**config.mk**
```make
export PLATFORM = sky130hd
export DESIGN_NAME = calendar_to_epoch_milliseconds_unit
export DESIGN_NICKNAME = d
export VERILOG_FILES = /design/src/hw/rtl/ctem_pkg.sv /design/src/hw/rtl/calendar_to_epoch_milliseconds_unit.sv
export SDC_FILE = /design/constraint.sdc
export NUM_CORES = 2
export LEC_CHECK = 0
export BUFFER_PORTS_ARGS = -buffer_cell sky130_fd_sc_hd__buf_4
export CAP_MARGIN = 10
export CORE_MARGIN = 4
export CORE_UTILIZATION = 60
export CTS_CLUSTER_DIAMETER = 200
export DETAILED_ROUTE_END_ITERATION = 6
export PLACE_DENSITY = 0.74
export SYNTH_ARGS = -nofsm -noshare
export SYNTH_HDL_FRONTEND = slang
export SYNTH_SLANG_ARGS = --single-unit
```
**constraint.sdc**
```tcl
create_clock -name aclk -period 15.22 [get_ports aclk]
set_input_delay 2.283 -clock aclk [delete_from_list [all_inputs] [get_ports aclk]]
set_output_delay 2.283 -clock aclk [all_outputs]
set_load 0.01 [all_outputs]
```
**src/hw/rtl/ctem_pkg.sv**
```systemverilog
// ----------------------------------------------------------------------------
// ctem_pkg
// Field types, register indexes and calendar constants for the
// calendar to epoch milliseconds unit.
// ----------------------------------------------------------------------------
package ctem_pkg;

    // item field types
    typedef logic [13:0] year_t;
    typedef logic [3:0]  month_t;
    typedef logic [4:0]  day_t;
    typedef logic [4:0]  hour_t;
    typedef logic [5:0]  minute_t;
    typedef logic [5:0]  second_t;
    typedef logic [9:0]  milli_t;
    typedef logic signed [48:0] epoch_ms_t;

    // configuration port
    typedef logic [1:0] cfg_index_t;
    typedef logic [5:0] cfg_data_t;

    localparam cfg_index_t CFG_OFFSET_HOURS   = 2'd0;
    localparam cfg_index_t CFG_OFFSET_MINUTES = 2'd1;
    localparam cfg_index_t CFG_OFFSET_IS_EAST = 2'd2;

    // calendar constants
    localparam int unsigned EPOCH_YEAR       = 1970;
    localparam int unsigned DAYS_PER_YEAR    = 365;
    localparam int unsigned LEAPS_TO_EPOCH   = 478;   // leap years in [0, 1969]
    localparam int unsigned MS_PER_SEC       = 1000;
    localparam int unsigned MS_PER_MIN       = 60000;
    localparam int unsigned MS_PER_HOUR      = 3600000;
    localparam int unsigned MS_PER_DAY       = 86400000;
    // floor(n / 100) == (n * DIV100_MUL) >> DIV100_SHIFT for n < 43690
    localparam int unsigned DIV100_MUL       = 5243;
    localparam int unsigned DIV100_SHIFT     = 19;

    // days before the first of the month, month already clamped to 1..12
    function automatic logic [8:0] days_before_month(input month_t m);
        logic [8:0] d;
        case (m)
            4'd1:    d = 9'd0;
            4'd2:    d = 9'd31;
            4'd3:    d = 9'd59;
            4'd4:    d = 9'd90;
            4'd5:    d = 9'd120;
            4'd6:    d = 9'd151;
            4'd7:    d = 9'd181;
            4'd8:    d = 9'd212;
            4'd9:    d = 9'd243;
            4'd10:   d = 9'd273;
            4'd11:   d = 9'd304;
            4'd12:   d = 9'd334;
            default: d = 9'd0;
        endcase
        return d;
    endfunction

endpackage

```
**src/hw/rtl/calendar_to_epoch_milliseconds_unit.sv**
```systemverilog
// An accepted item moves through stages one, two, three and the output stage.
// Throughput: one item per cycle; the four-stage pipeline with per-stage
// valid bits takes a new item whenever stage one is empty or moving on.
// The widest path is the 24 x 28 bit signed day-to-millisecond multiply.
// Reset (aresetn low, synchronous) empties the pipeline and sets the offset
// registers to hours 0, minutes 0, east.
// ----------------------------------------------------------------------------
// calendar_to_epoch_milliseconds_unit
// Converts a proleptic Gregorian date and time to signed Unix milliseconds,
// corrected by a configured fixed UTC offset.
// ----------------------------------------------------------------------------
module calendar_to_epoch_milliseconds_unit (
    input  logic                  aclk,
    input  logic                  aresetn,
    // configuration writes
    input  logic                  cfg_valid,
    output logic                  cfg_ready,
    input  ctem_pkg::cfg_index_t  cfg_index,
    input  ctem_pkg::cfg_data_t   cfg_data,
    // input items
    input  logic                  s_valid,
    output logic                  s_ready,
    input  ctem_pkg::year_t       s_year_value,
    input  ctem_pkg::month_t      s_month_value,
    input  ctem_pkg::day_t        s_day_value,
    input  ctem_pkg::hour_t       s_hour_value,
    input  ctem_pkg::minute_t     s_minute_value,
    input  ctem_pkg::second_t     s_second_value,
    input  ctem_pkg::milli_t      s_milli_value,
    // result items
    output logic                  m_valid,
    input  logic                  m_ready,
    output ctem_pkg::epoch_ms_t   m_epoch_ms
);
    import ctem_pkg::*;

    localparam logic signed [27:0] DAY_MS = 28'(MS_PER_DAY);

    // configuration registers
    logic [3:0]         off_hours_reg;
    logic [5:0]         off_minutes_reg;
    logic               off_east_reg;
    logic [25:0]        off_mag;
    logic signed [26:0] off_ms_reg, off_ms_next;

    // stage enables
    logic en1, en2, en3, en4;

    // stage 1 registers
    logic               v1_reg;
    year_t              yr1_reg;
    logic [7:0]         q1_reg;
    logic signed [9:0]  doy1_reg;
    logic               gt2_1_reg;
    logic signed [23:0] ydays1_reg;
    logic [26:0]        tod1_reg;

    // stage 1 next values
    logic [26:0]        qmul;
    month_t             mon_c;
    logic signed [14:0] yoff;
    logic signed [23:0] ydays1_next;
    logic signed [9:0]  doy1_next;
    logic [26:0]        tod1_next;

    // stage 2 registers and next values
    logic               v2_reg;
    logic signed [23:0] days2_reg, days2_next;
    logic [26:0]        tod2_reg;
    logic [13:0]        rem_full;
    logic               rem_zero;
    logic               is_leap;
    year_t              yr_m1;
    logic [7:0]         qn;
    logic [12:0]        lb;

    // stage 3 registers and next values
    logic               v3_reg;
    logic signed [51:0] prod_full;
    logic [48:0]        prod3_reg;
    logic signed [28:0] add3_reg, add3_next;

    // stage 4 (output) registers
    logic               m_valid_reg;
    logic [48:0]        out_reg, out_next;

    // configuration writes, always accepted
    assign cfg_ready = 1'b1;

    always_ff @(posedge aclk) begin
        if (!aresetn) begin
            off_hours_reg   <= '0;
            off_minutes_reg <= '0;
            off_east_reg    <= 1'b1;
            off_ms_reg      <= '0;
        end else begin
            if (cfg_valid && cfg_ready) begin
                case (cfg_index)
                    CFG_OFFSET_HOURS:   off_hours_reg   <= cfg_data[3:0];
                    CFG_OFFSET_MINUTES: off_minutes_reg <= cfg_data;
                    CFG_OFFSET_IS_EAST: off_east_reg    <= cfg_data[0];
                    default: ;
                endcase
            end
            off_ms_reg <= off_ms_next;
        end
    end

    // offset in milliseconds, negated for an east offset
    assign off_mag = 26'(off_hours_reg) * 26'(MS_PER_HOUR)
                   + 26'(off_minutes_reg) * 26'(MS_PER_MIN);
    assign off_ms_next = off_east_reg ? -$signed({1'b0, off_mag})
                                      : $signed({1'b0, off_mag});

    // stage enables: a stage moves on when empty or when the next one moves
    assign en4     = !m_valid_reg || m_ready;
    assign en3     = !v3_reg || en4;
    assign en2     = !v2_reg || en3;
    assign en1     = !v1_reg || en2;
    assign s_ready = en1;

    // stage 1: year split, year days, day of year, time of day
    assign qmul  = 27'(s_year_value) * 27'(DIV100_MUL);
    assign mon_c = (s_month_value == 4'd0) ? 4'd1 :
                   (s_month_value > 4'd12) ? 4'd12 : s_month_value;
    assign yoff  = $signed({1'b0, s_year_value}) - 15'(EPOCH_YEAR);
    assign ydays1_next = 24'(yoff) * $signed(24'(DAYS_PER_YEAR));
    assign doy1_next = $signed({1'b0, days_before_month(mon_c)})
                     + $signed({5'b0, s_day_value}) - 10'sd1;
    assign tod1_next = 27'(s_hour_value) * 27'(MS_PER_HOUR)
                     + 27'(s_minute_value) * 27'(MS_PER_MIN)
                     + 27'(s_second_value) * 27'(MS_PER_SEC)
                     + 27'(s_milli_value);

    always_ff @(posedge aclk) begin
        if (!aresetn) begin
            v1_reg <= 1'b0;
        end else if (en1) begin
            v1_reg <= s_valid;
        end
    end

    always_ff @(posedge aclk) begin
        if (en1) begin
            yr1_reg    <= s_year_value;
            q1_reg     <= qmul[DIV100_SHIFT +: 8];
            doy1_reg   <= doy1_next;
            gt2_1_reg  <= (mon_c > 4'd2);
            ydays1_reg <= ydays1_next;
            tod1_reg   <= tod1_next;
        end
    end

    // stage 2: leap day of this year and leap count since the epoch
    assign rem_full = yr1_reg - 14'(q1_reg * 14'd100);
    assign rem_zero = (rem_full == 14'd0);
    assign is_leap  = (yr1_reg[1:0] == 2'b00) && (!rem_zero || (q1_reg[1:0] == 2'b00));
    assign yr_m1    = yr1_reg - 14'd1;
    assign qn       = q1_reg - 8'(rem_zero);
    // leap years in [0, year - 1]; year zero has none before it
    assign lb = (yr1_reg == 14'd0) ? 13'd0
              : 13'(yr_m1 >> 2) - 13'(qn) + 13'(qn >> 2) + 13'd1;
    assign days2_next = ydays1_reg
                      + 24'(doy1_reg)
                      + $signed({23'b0, is_leap && gt2_1_reg})
                      + $signed({11'b0, lb})
                      - 24'(LEAPS_TO_EPOCH);

    always_ff @(posedge aclk) begin
        if (!aresetn) begin
            v2_reg <= 1'b0;
        end else if (en2) begin
            v2_reg <= v1_reg;
        end
    end

    always_ff @(posedge aclk) begin
        if (en2) begin
            days2_reg <= days2_next;
            tod2_reg  <= tod1_reg;
        end
    end

    // stage 3: days to milliseconds, time of day plus offset
    assign prod_full = days2_reg * DAY_MS;
    assign add3_next = $signed({2'b0, tod2_reg}) + 29'(off_ms_reg);

    always_ff @(posedge aclk) begin
        if (!aresetn) begin
            v3_reg <= 1'b0;
        end else if (en3) begin
            v3_reg <= v2_reg;
        end
    end

    always_ff @(posedge aclk) begin
        if (en3) begin
            prod3_reg <= prod_full[48:0];
            add3_reg  <= add3_next;
        end
    end

    // stage 4: final sum, wraps modulo 2^49
    assign out_next = prod3_reg + 49'(add3_reg);

    always_ff @(posedge aclk) begin
        if (!aresetn) begin
            m_valid_reg <= 1'b0;
        end else if (en4) begin
            m_valid_reg <= v3_reg;
        end
    end

    always_ff @(posedge aclk) begin
        if (en4) begin
            out_reg <= out_next;
        end
    end

    assign m_valid    = m_valid_reg;
    assign m_epoch_ms = $signed(out_reg);

    // input held off only when every stage is full and the output stalls
    a_ready_only_when_full: assert property (@(posedge aclk) disable iff (!aresetn)
        !s_ready |-> (v1_reg && v2_reg && v3_reg && m_valid_reg && !m_ready))
        else $error("input stalled with room in the pipeline");

    // a stalled stage two keeps its item
    a_stage2_holds: assert property (@(posedge aclk) disable iff (!aresetn)
        (v2_reg && !en3) |=> (v2_reg && $stable(days2_reg)))
        else $error("stage two item lost under stall");

    // east offset gives a non-positive correction
    a_east_sign: assert property (@(posedge aclk) disable iff (!aresetn)
        off_east_reg |=> (off_ms_reg <= 27'sd0))
        else $error("east offset not subtracted");

    // a leap year is always a multiple of four
    a_leap_mult4: assert property (@(posedge aclk) disable iff (!aresetn)
        (v1_reg && is_leap) |-> (yr1_reg[1:0] == 2'b00))
        else $error("leap flag on a year not divisible by four");

endmodule

```
After elaboration in Yosys (flattened, before gate mapping)
Memory sizes are Yosys's and may differ from the RTL's.
Index checks and enable logic that the tools add are counted.
{ "word_totals": {"register_bits": 294, "rom_bits": 144, "input_bits": 63, "output_inout_bits": 52, "elab_cells": 80, "memories": 1} }
{ "op_classes": {"n_addsub": 20, "n_mul": 9, "n_lt_le_gt_ge": 2, "n_eq_ne": 2, "n_mux": 4, "n_reduce_logical": 22} }
{ "mem_list": {"columns": ["memory", "depth", "width", "rd", "rd_ports_with_merged_regs", "write_ports", "line_no", "rtl"], "rows": [
  ["(no name shown)", 16, 9, 1, 0, 0, "ctem_pkg.sv:41", "case (m)"]
]} }
{ "op_table": {"columns": ["operator", "n"], "rows": [
  ["$add 49x49->49", 1],
  ["$mul 24x18->39 const B", 1],
  ["$mul 6x11->17 const B", 2],
  ["$add 28x27->29", 1],
  ["$logic_not 14->1", 2],
  ["$add 27x10->27", 1],
  ["$add 27x16->27", 1],
  ["$add 27x22->27", 1],
  ["$mul 14x13->27 const B", 1],
  ["$neg 26->27", 1],
  ["$add 26x22->26", 1],
  ["$mux 26", 1],
  ["$add 24x1->24", 1],
  ["$add 24x13->24", 1],
  ["$add 24x24->24", 1],
  ["$mul 15x10->24 const B", 1],
  ["$sub 24x9->24 const B", 1],
  ["$mul 5x15->20 const B", 1],
  ["$mul 4x15->19 const B", 1],
  ["$sub 14x11->15 const B", 1],
  ["$sub 14x1->14 const B", 1],
  ["$sub 14x14->14", 1],
  ["$add 13x1->13 const B", 1],
  ["$add 13x6->13", 1],
  ["other kinds (18)", 33]
]} }

Logic depth before layout (Yosys ltp)
{ "logic_depth": {"ltp_word": 10, "depth_mapped": 46, "mapped_depth_nobuf": 46} }

Least setup slack after synthesis
OpenSTA, ideal clock, no wires.
{ "synth_timing": {"path_kind": "register to register", "startpoint": "reg q1_reg[3]", "endpoint": "reg days2_reg[22] (data pin)", "arrival_ns": 9.572, "t_required_ns": 14.962, "setup_slack_ns": 5.390, "path_stages_with_launch": 44, "n_path_buf": 0, "period_less_slack_ns": 9.830, "path_cell_list": "edfxtp_1 -> inv_1 -> ha_1 -> ha_1 -> fa_1 -> ha_1 -> a21oi_1 -> o21bai_1 -> a21o_1 -> a21oi_1 -> xor2_1 -> ha_1 -> or2_2 -> a2111o_1 -> a21o_1 -> nor2_1 -> ha_1 -> ha_1 -> [8 not listed] -> o21ai_0 -> a21boi_0 -> o21ai_0 -> a21boi_0 -> or3_1 -> fa_1 -> inv_1 -> fa_1 -> ha_1 -> inv_1 -> nor2_1 -> a221oi_1 -> o311a_1 -> a21oi_1 -> o41ai_1 -> o2111ai_1 -> a21oi_1 -> xnor2_1"} }
{ "synth_via": {"elab_chain_len": 10, "word_cells_on_any_way": 15} }
{ "synth_lines": {"columns": ["item", "line_no", "rtl"], "rows": [
  ["from (decl)", "calendar_to_epoch_milliseconds_unit.sv:52", "logic [7:0] q1_reg;"],
  ["from (signal assigned)", "calendar_to_epoch_milliseconds_unit.sv:146", "q1_reg <= qmul[DIV100_SHIFT +: 8];"],
  ["$mul 8x5->12", "calendar_to_epoch_milliseconds_unit.sv:155", "assign rem_full = yr1_reg - 14'(q1_reg * 14'd100);"],
  ["$sub 14x14->14", "calendar_to_epoch_milliseconds_unit.sv:155", null],
  ["$logic_not 14->1", "calendar_to_epoch_milliseconds_unit.sv:156", "assign rem_zero = (rem_full == 14'd0);"],
  ["$sub 8x1->8 / $logic_not 1->1 (equally long branches)", "calendar_to_epoch_milliseconds_unit.sv:159, calendar_to_epoch_milliseconds_unit.sv:157", null],
  ["$sub 12x8->13 / $logic_or 1x1->1 (equally long branches)", "calendar_to_epoch_milliseconds_unit.sv:162, calendar_to_epoch_milliseconds_unit.sv:157", null],
  ["$add 13x6->13 / $logic_and 1x1->1 (equally long branches)", "calendar_to_epoch_milliseconds_unit.sv:162, calendar_to_epoch_milliseconds_unit.sv:157", null],
  ["$add 13x1->13 / $logic_and 1x1->1 (equally long branches)", "calendar_to_epoch_milliseconds_unit.sv:162, calendar_to_epoch_milliseconds_unit.sv:165", null],
  ["$mux 13 / $add 24x1->24 (equally long branches)", "calendar_to_epoch_milliseconds_unit.sv:161, calendar_to_epoch_milliseconds_unit.sv:165", null],
  ["$add 24x13->24 (*)", "calendar_to_epoch_milliseconds_unit.sv:166", "+ $signed({11'b0, lb})"],
  ["$sub 24x9->24 (*)", "calendar_to_epoch_milliseconds_unit.sv:167", "- 24'(LEAPS_TO_EPOCH);"],
  ["named net days2_next[22]", "calendar_to_epoch_milliseconds_unit.sv:68", "logic signed [23:0] days2_reg, days2_next;"],
  ["to (signal assigned)", "calendar_to_epoch_milliseconds_unit.sv:179", "days2_reg <= days2_next;"],
  ["to (decl)", "calendar_to_epoch_milliseconds_unit.sv:68", null]
]} }
The timed path passes the listed nets; every way through them passes the cells marked *.
A chain may end at the register's enable or synchronous reset.

Worst setup path in the final report
{ "layout_timing": {"startpoint": "reg q1_reg[3]", "endpoint": "reg days2_reg[23] (data pin)"} }
Same word-level chain as after synthesis.

==> impl_results.md <==
* Outcome: finished, final reports clean
* Ys async rst share at 0
* GPL Wtd Cong at 0.924
* HP Start: add3_reg[9]$_DFFE_PP_
* Die Height at 259 microns
* R2r setup slk at 4.27 ns
* Bufs and invs on worst path at 3
* # DRC at 0
* Fmax at 0.0913 GHz
* Kind of critical path: register to register
* Die X at 259 microns
* Die area at 67200 sq um
* Worst rel slew slack at 0.114
* Initial antenna violation count at 2
* Ports at 115
* Worst Max-Slew Pin Slew at 1.30 ns
* Root buf cell: clkbuf_16
* Synth area leader: ha_1
* Ranking of synthesized cells by area: ha_1 (25%), edfxtp_1 (20%), fa_1 (19%)
* Vias in the first global route at 25800
* Startpoint types: register
* Top cell by count, worst path: ha_1
* Crit. End Element: register
* CP max FO at 4
* Inserted Clock Buffers at 30
* RSZ-0062 raised after global routing: false
* Critical Path Slowest Stage Cell: fa_1
* Sink Count at 288
* Critical path depth at 43
* Clock Pin Slew Worst Setup and Hold Paths at 0.07 ns
* Worst setup margin at 4.27 ns
* Max-Cap Viols at 0
* Hold Path Class: register to register
* Layout Skew at 0.0157 ns
* Core area at 62100 sq um
* Core Rows at 91
* Total GRT Usage at 0.222
* Postcts setup bufs at 0
* CTS resizes at 0
* Post-synth top flop: edfxtp_1
* CP required at 15.55 ns
* Minimum clock period at 10.95 ns
* Grt ovf at 0
* Mapped Area at 37800 sq um
* Synth Register Bits at 288
* Clock tree buffer depth at 3
* Setup slack at placement at 4.36 ns
* Fill cell count at 4891
* Max stage delay on crit path at 0.49 ns
* Drt wl/cell at 15.3 microns
* Pre-Repair DR Iteration Count at 5
* Cells after Synth at 3752
* Crit path from: q1_reg[3]$_DFFE_PP_
* Syn. warnings at 0
* Hpwl dp at 62100 microns
* First-pass GRT wire length at 124000 microns
* Share of cells above drive strength 1 at 0.0536
* Worst r2r src: q1_reg[3]$_DFFE_PP_
* CTS tree: built
* Initial core utilization at 0.610
* Top delay family on crit path: compound AO/OA/AOI/OAI gates
* Worst skew pair latency at 0.59 ns
* Final Setup Violations at 0
* Max reg flops at 49
* Violation count after the first detailed-route iteration at 1013
* # H-tree levels at 1
* Syn nets at 4922
* Reg2reg path depth at 43
* Port buffer count at 113
* Final nets at 5048
* Final ANT Viol Nets at 0
* Largest net degree at the start of global routing at 69
* Crit share post-route at 0.719
* Sequential area share after synthesis at 0.219
* Yosys top cell area share at 0.246
* Vias per cell at 5.33
* Average cell area after synthesis at 10.1 sq um
* CTS Hold Bufs at 0
* Setup TNS at 0 ns
* Slew Limit Fails at 0
* Number of synthesized flops with an enable pin at 251
* Routed WL at 72300 microns
* Worst hold path depth at 0
* Synth unique cells at 80
* Layout area overhead at 7.42%
* Vias at 25300
* Final hold violation count at 0
* Worst Path Arrival at 11.28 ns
## worst paths after layout
kind                                  end
setup / recovery  days2_reg[23]$_DFFE_PP_
setup reg to reg  days2_reg[23]$_DFFE_PP_
hold reg to reg   m_epoch_ms[9]$_DFFE_PP_
hold / removal    m_epoch_ms[9]$_DFFE_PP_
## cells in the final DEF (no fill, tap or decap), drive strengths merged, types with 41 or more instances in the layout
cell	instances
inv	806
ha	743
fa	364
edfxtp	251
xnor2	210
a21oi	187
nor2	166
nand2	119
buf	118
o21ai	115
xor2	99
a21o	87
nor2b	48
nor3	42
nand3	41
## layout make-up
cell class	count	area (sq um)	area share
Inverter	803	3010	0.0742
Tap cell	837	1050	0.0258
Clock inverter	22	189	0.00465
Clock buffer	34	766	0.0188
Timing Repair Buffer	118	886	0.0218
Sequential cell	288	8280	0.204
Multi-Input combinational cell	2637	26500	0.651
Antenna cell	2	5.00	0.000123
## cells in the mapped netlist (26+ instances only)
master	instances
nand3_1	41
o21a_1	38
nor2_1	165
nor3_1	40
o21bai_1	35
edfxtp_1	251
nand2b_1	26
a21oi_1	187
nor2b_1	47
nand2_1	119
inv_1	803
dfxtp_1	37
and2_1	32
ha_1	743
o21ai_0	113
a21o_1	87
xor2_1	99
fa_1	364
xnor2_1	210
## per-stage QoR
| step | hold slack [ns] | instances | util | cell area (sq um) |
|---|---|---|---|---|
| 3_3_place_gp | 0.401 | 4683 | 0.640 | 39700 |
| 2_1_floorplan | 0.400 | 3752 | - | 37800 |
| 5_1_grt | 0.427 | 4739 | 0.655 | 40600 |
| 3_5_place_dp | 0.405 | 4683 | 0.640 | 39700 |
| 6_report | 0.420 | 4741 | 0.655 | 40600 |
| 4_1_cts | 0.421 | 4739 | 0.655 | 40600 |
## cells by family (layout without fill, tap and decap cells)
group	after synthesis	in the layout	synth area share
other	1	3	0.0000991
muxes	15	15	0.00397
AOI/OAI and AO/OA	640	640	0.111
buffers and inverters	827	977	0.0822
adders and majority gates	1107	1107	0.438
xor gates and xnor gates	309	309	0.0715
DFF	288	288	0.219
and+or+nand+nor	565	565	0.0742
## routing by layer
metal | wire (microns) | share of wire | up-vias | GRT usage
met5 | 20 | 0.00028 | - | 0
met4 | 1630 | 0.023 | 2 | 0.0487
met3 | 2660 | 0.037 | 90 | 0.0201
met2 | 33100 | 0.46 | 357 | 0.375
met1 | 34900 | 0.48 | 12000 | 0.313
li1 | - | - | 12800 | -
## worst register-to-register path: cells and delay by family, from the launching register on
kind | cells | cell delay, ns
AO/OA/AOI/OAI | 20 | 4.07
adder cells (fa/ha/maj) | 12 | 4.06
AND/OR/NAND/NOR | 6 | 1.32
flip-flops | 1 | 0.46
XOR/XNOR | 2 | 0.44
buffers and inverters | 3 | 0.34
Power is not shown: default switching activity piles up to over one toggle a cycle in this logic, so the estimate is an artifact.
